**src/design/ascpu_pkg.sv**
```systemverilog
// ----------------------------------------------------------------------------
// ascpu_pkg
// Shared types, codes and the instruction classifier of the accumulator
// machine execute block.
// ----------------------------------------------------------------------------
package ascpu_pkg;

   localparam int unsigned MEM_BYTES_DEF = 65536;

   typedef enum logic [5:0] {
      OP_NOP = 6'd0,  OP_LDA = 6'd1,  OP_LDB = 6'd2,  OP_STA = 6'd3,
      OP_STB = 6'd4,  OP_LIA = 6'd5,  OP_SIA = 6'd6,  OP_LPC = 6'd7,
      OP_SPC = 6'd8,  OP_LYA = 6'd9,  OP_SYA = 6'd10, OP_JMP = 6'd11,
      OP_JZ  = 6'd12, OP_JNZ = 6'd13, OP_JN  = 6'd14, OP_JNN = 6'd15,
      OP_JE  = 6'd16, OP_JNE = 6'd17, OP_CAL = 6'd18, OP_RET = 6'd19,
      OP_PSH = 6'd20, OP_POP = 6'd21, OP_LSA = 6'd22, OP_SSA = 6'd23,
      OP_LSC = 6'd24, OP_SSC = 6'd25, OP_MOV = 6'd26, OP_NOT = 6'd27,
      OP_SHL = 6'd28, OP_SHR = 6'd29, OP_INC = 6'd30, OP_DEC = 6'd31,
      OP_NEG = 6'd32, OP_SWP = 6'd33, OP_AND = 6'd34, OP_OR  = 6'd35,
      OP_XOR = 6'd36, OP_ADD = 6'd37, OP_SUB = 6'd38, OP_PTU = 6'd39,
      OP_PTS = 6'd40, OP_PTB = 6'd41, OP_PTC = 6'd42, OP_GET = 6'd43,
      OP_GTC = 6'd44, OP_HLT = 6'd45
   } op_type;

   typedef enum logic [2:0] {
      ACC_NONE, ACC_RD_WORD, ACC_WR_WORD, ACC_RD_BYTE, ACC_WR_BYTE
   } acc_type;

   typedef enum logic [2:0] {
      AS_ARG, AS_B_ARG, AS_SP, AS_SP_M4, AS_SP_ARG
   } asrc_type;

   typedef enum logic [1:0] {LD_A, LD_B, LD_PC, LD_A_LOW} dest_type;

   typedef enum logic [1:0] {WS_A, WS_B, WS_PC} wsrc_type;

   typedef enum logic [2:0] {
      ERR_NONE = 3'd0, ERR_OOB = 3'd1, ERR_NO_STACK = 3'd2,
      ERR_UNDER = 3'd3, ERR_OVER = 3'd4, ERR_ALIGN = 3'd5
   } err_type;

   typedef enum logic [2:0] {
      PK_NONE = 3'd0, PK_UNSIGNED = 3'd1, PK_SIGNED = 3'd2,
      PK_BINARY = 3'd3, PK_CHAR = 3'd4
   } pkind_type;

   typedef enum logic [1:0] {
      CSR_BIG_ENDIAN = 2'd0, CSR_STACK_DEFINED = 2'd1,
      CSR_STACK_BEGIN = 2'd2, CSR_STACK_END = 2'd3
   } csr_type;

   typedef struct packed {
      op_type   op;
      acc_type  acc;
      logic     stack;
      asrc_type asrc;
      dest_type dest;
      wsrc_type wsrc;
   } dec_type;

   typedef struct packed {
      dec_type     dec;
      logic [31:0] arg;
      logic [31:0] ent;
   } item_type;

   function automatic dec_type decode(input logic [5:0] action);
      dec_type d;
      d.op    = op_type'(action);
      d.acc   = ACC_NONE;
      d.stack = 1'b0;
      d.asrc  = AS_ARG;
      d.dest  = LD_A;
      d.wsrc  = WS_A;
      case (action)
         OP_LDA: d.acc = ACC_RD_WORD;
         OP_LDB: begin
            d.acc  = ACC_RD_WORD;
            d.dest = LD_B;
         end
         OP_STA: d.acc = ACC_WR_WORD;
         OP_STB: begin
            d.acc  = ACC_WR_WORD;
            d.wsrc = WS_B;
         end
         OP_LIA: begin
            d.acc  = ACC_RD_WORD;
            d.asrc = AS_B_ARG;
         end
         OP_SIA: begin
            d.acc  = ACC_WR_WORD;
            d.asrc = AS_B_ARG;
         end
         OP_LYA: begin
            d.acc  = ACC_RD_BYTE;
            d.dest = LD_A_LOW;
         end
         OP_SYA: d.acc = ACC_WR_BYTE;
         OP_CAL: begin
            d.acc   = ACC_WR_WORD;
            d.stack = 1'b1;
            d.asrc  = AS_SP;
            d.wsrc  = WS_PC;
         end
         OP_RET: begin
            d.acc   = ACC_RD_WORD;
            d.stack = 1'b1;
            d.asrc  = AS_SP_M4;
            d.dest  = LD_PC;
         end
         OP_PSH: begin
            d.acc   = ACC_WR_WORD;
            d.stack = 1'b1;
            d.asrc  = AS_SP;
         end
         OP_POP: begin
            d.acc   = ACC_RD_WORD;
            d.stack = 1'b1;
            d.asrc  = AS_SP_M4;
         end
         OP_LSA: begin
            d.acc   = ACC_RD_WORD;
            d.stack = 1'b1;
            d.asrc  = AS_SP_ARG;
         end
         OP_SSA: begin
            d.acc   = ACC_WR_WORD;
            d.stack = 1'b1;
            d.asrc  = AS_SP_ARG;
         end
         default: ;
      endcase
      return d;
   endfunction

endpackage

```
**src/design/ascpu_front.sv**
```systemverilog
// ----------------------------------------------------------------------------
// ascpu_front
// Accepts instruction items, classifies them and holds them in a two-entry
// queue for the execute unit.
// ----------------------------------------------------------------------------
module ascpu_front (
   input  logic                clock,
   input  logic                reset,
   input  logic                req_valid,
   output logic                req_ready,
   input  logic [5:0]          req_action,
   input  logic [31:0]         req_argument,
   input  logic [31:0]         req_entered_value,
   input  logic                hold,
   output logic                q_valid,
   output ascpu_pkg::item_type q_item,
   input  logic                q_pop
);
   import ascpu_pkg::*;

   item_type   fifo_ff [2];
   logic       wr_ptr_ff;
   logic       rd_ptr_ff;
   logic [1:0] cnt_ff;
   logic [1:0] cnt_in;
   logic       push;

   assign req_ready = !hold && (cnt_ff != 2'd2);
   assign push      = req_valid && req_ready;
   assign q_valid   = (cnt_ff != 2'd0);
   assign q_item    = fifo_ff[rd_ptr_ff];

   always_comb begin
      cnt_in = cnt_ff;
      if (push && !q_pop) begin
         cnt_in = cnt_ff + 2'd1;
      end else if (!push && q_pop) begin
         cnt_in = cnt_ff - 2'd1;
      end
   end

   always_ff @(posedge clock) begin
      if (reset) begin
         wr_ptr_ff <= 1'b0;
         rd_ptr_ff <= 1'b0;
         cnt_ff    <= 2'd0;
      end else begin
         cnt_ff <= cnt_in;
         if (push) begin
            wr_ptr_ff <= !wr_ptr_ff;
         end
         if (q_pop) begin
            rd_ptr_ff <= !rd_ptr_ff;
         end
      end
   end

   always_ff @(posedge clock) begin
      if (push) begin
         fifo_ff[wr_ptr_ff] <= '{dec: decode(req_action), arg: req_argument,
                                 ent: req_entered_value};
      end
   end

endmodule

```
**config.mk**
```make
export PLATFORM = sky130hd
export DESIGN_NAME = ascpu_front
export DESIGN_NICKNAME = d
export VERILOG_FILES = /design/src/design/ascpu_pkg.sv /design/src/design/ascpu_front.sv
export SDC_FILE = /design/constraint.sdc
export NUM_CORES = 1
export LEC_CHECK = 0
export BUFFER_PORTS_ARGS = -buffer_cell sky130_fd_sc_hd__buf_4
export CORE_MARGIN = 5
export CORE_UTILIZATION = 50
export DETAILED_ROUTE_END_ITERATION = 6
export GPL_TIMING_DRIVEN = 0
export PLACE_DENSITY = 0.76
export SETUP_SLACK_MARGIN = 0.3
export SLEW_MARGIN = 20
export SYNTH_ARGS = -nofsm -noshare
export SYNTH_HDL_FRONTEND = slang
export SYNTH_SLANG_ARGS = --single-unit
```
**constraint.sdc**
```tcl
create_clock -name clock -period 18.4 [get_ports clock]
set_clock_uncertainty 0.2 [all_clocks]
set_input_delay 3.68 -clock clock [delete_from_list [all_inputs] [get_ports clock]]
set_output_delay 3.68 -clock clock [all_outputs]
set_load 0.01 [all_outputs]
```
==> reports/metrics.cfg <==
[logic_synthesis]
synth_top_area_share_pct = 75.8
synth.largest_area_cell = edfxtp_1
avgSynthCellArea_sq_um = 19.9
yosys_warnings = 0
syn_area_sq_mm = 0.00642
synth_async_sr_flop_share_pct = 0
synth_common_cells = edfxtp_1, mux2_1, buf_6
synth_seq_area_share_pct = 77.3
synth_cells = 323
synth_most_common_cell = edfxtp_1
synth_nets = 399
synth_edf_count = 162
ys_ff_latch = 167
synth_cell_types = 41
yosys-top-cells-area = edfxtp_1, mux2_1, buf_6, dfxtp_1, nor2_1
synth_ff_type = edfxtp_1

[clock_tree]
cts_hold_buf = 0
numCtsBuffers = 17
cts_htree_levels = 4
cts-root-buf = clkbuf_16
max-clock-path-buffers = 2
cts_tree = built
clock_sinks = 167
cts-resized-gates = 0
clk_pin_slew_ns = 0.06
cts_setup_buffers = 0
worstSkewPairLatency_ns = 0.42

[timing]
slew_headroom_pct = 54.4
setup_viol = 0
fin_crit_sh_pct = 43.0
tightest_slew_ns = 0.679
fin_crit_ns = 7.92
fin_ws_ns = 10.48
max_freq_mhz = 126
fin_tns_setup_ns = 0
rsz0062_at_grt = no
slew_violations = 0
finalHoldViolations = 0

[setup_path]
critical_path_required_ns = 14.52
critPathLaunchType = primary input
endpoint_kind = primary output
cp_top_family = buffers and inverters
slowest_stage = buf_4
path_class = in2out
cpPeakStageDelay_ns = 0.13
path_cells = buf_4 > nor2_1 > buf_4
path_common_cell = buf_4
path_buf_inv = 2
crit_path_max_fanout = 4
arrival_ns = 4.04

[drt]
antenna_left = 0
vias = 3482
drtIter0Drc = 194
vias_per_cell = 5.04
drc = 0
drt-total-wl_mm = 12.3
avgRoutedWirePerCell_um = 17.7
drt_first_pass_iters = 5

[die]
ioPinCount = 158
fp.dieW_um = 123
row_count = 41
coreArea_sq_mm = 0.0126
die_area_sq_mm = 0.0152
start_util_pct = 50.9
die_h_um = 123

[grt]
grt_pass1_vias = 3702
grt_usage_pct = 16.4
antenna_found_initial = 0
grt_pass1_wl_mm = 18.4
grt-ovfl-total = 0
grt_max_degree = 46

[placed_design]
dpl_cell_area_sq_mm = 0.00792
dp.cells = 660
dp_hpwl_mm = 8.67
place_congestion = 0.721
io_buffers = 157
pre_cts_slack_ns = 10.49

[finish]
diodes = 0
area_delta_synth_final_pct = 31.5
fin_util_pct = 66.9
fin_nets = 583
drive_gt1_share_pct = 41.2
instances_no_fill = 691
fillers = 914
design_area_sq_mm = 0.00844

[outcome]
status = finished clean

[power_and_ir_drop]
p_leak_nw = 3.18
powerDensity_mw_per_mm2 = 102
ir_drop_uv = 54.8

[run]
maxCapViolations = 0

[hold_path]
hp-class = reg2reg

## flip-flops by register name, indices dropped and copies added (netlist names), named ones only
| name | cells |
|---|---|
| fifo_ff | 162 |
| wr_ptr_ff | 1 |
| cnt_ff | 2 |
| rd_ptr_ff | 1 |
## routing by layer
metal | routed length, um | up-vias | GRT usage, %
li1 | - | 1633 | -
met5 | 0 | - | 0
met4 | 131 | 0 | 6.57
met3 | 1120 | 11 | 5.99
met2 | 6330 | 130 | 28.5
met1 | 4660 | 1708 | 18.3
## area by class of cell
class	instances	area (sq um)	area share (%)
Timing Repair Buffer	165	1270	15.1
Sequential cell	167	4960	58.8
Multi-Input combinational cell	138	1310	15.5
Buffer	14	141	1.67
Tap cell	172	215	2.55
Clock buffer	21	440	5.22
Clock inverter	10	82.6	0.978
Inverter	4	15.0	0.178
## power by group
group	internal (mW)	total, mW	switching, mW
Combinational	0.0549	0.106	0.0512
Sequential	0.436	0.440	0.00409
Clock	0.183	0.315	0.132
## worst min-delay path, cell delays in order, from the launching register on
cell and delay (ns):
dfxtp_1 0.32, xnor2_1 0.09, nor2_1 0.08
## final timing paths
check | startpoint | cells after the start | slack, ns | endpoint
setup / recovery | hold | 3 | 10.48 | req_ready
hold / removal | rd_ptr_ff | 2 | 0.32 | rd_ptr_ff
setup reg to reg | cnt_ff[0] | 4 | 16.22 | fifo_ff[1][55]
hold reg to reg | rd_ptr_ff | 2 | 0.32 | rd_ptr_ff
## placed cells by master, fill, tap and decap left out, types with 2 or more instances in the layout
| cell type | n |
|---|---|
| clkbuf_1 | 4 |
| or2_2 | 2 |
| o21ai_1 | 2 |
| clkinvlp_4 | 3 |
| dfxtp_1 | 5 |
| nor2b_1 | 2 |
| xnor2_1 | 3 |
| buf_2 | 2 |
| buf_6 | 15 |
| edfxtp_1 | 162 |
| and3_1 | 2 |
| nand2_1 | 5 |
| nor2_1 | 10 |
| xor2_1 | 2 |
| nor3b_2 | 2 |
| inv_1 | 4 |
| mux2_1 | 81 |
| clkinv_2 | 6 |
| clkbuf_16 | 17 |
| buf_4 | 161 |
| a21oi_1 | 2 |
| nand3b_1 | 2 |
## cells by family (layout without fill, tap and decap cells)
group | Yosys count | after routing | share of synthesized area, %
DFF | 167 | 167 | 77.3
muxes | 81 | 81 | 14.2
AOI/OAI and AO/OA | 13 | 13 | 1.54
buffers and inverters | 18 | 214 | 2.44
xor gates and xnor gates | 5 | 5 | 0.682
adders and majority gates | 1 | 1 | 0.195
and+or+nand+nor | 38 | 38 | 3.61
## stage by stage
step	power, mW	hold slack, ns
6_report	0.862	0.316
5_1_grt	0.898	0.336
4_1_cts	0.872	0.315
3_5_place_dp	0.556	0.300
3_3_place_gp	0.552	0.273
2_1_floorplan	0.500	0.256
(Power assumes the default switching activity.)
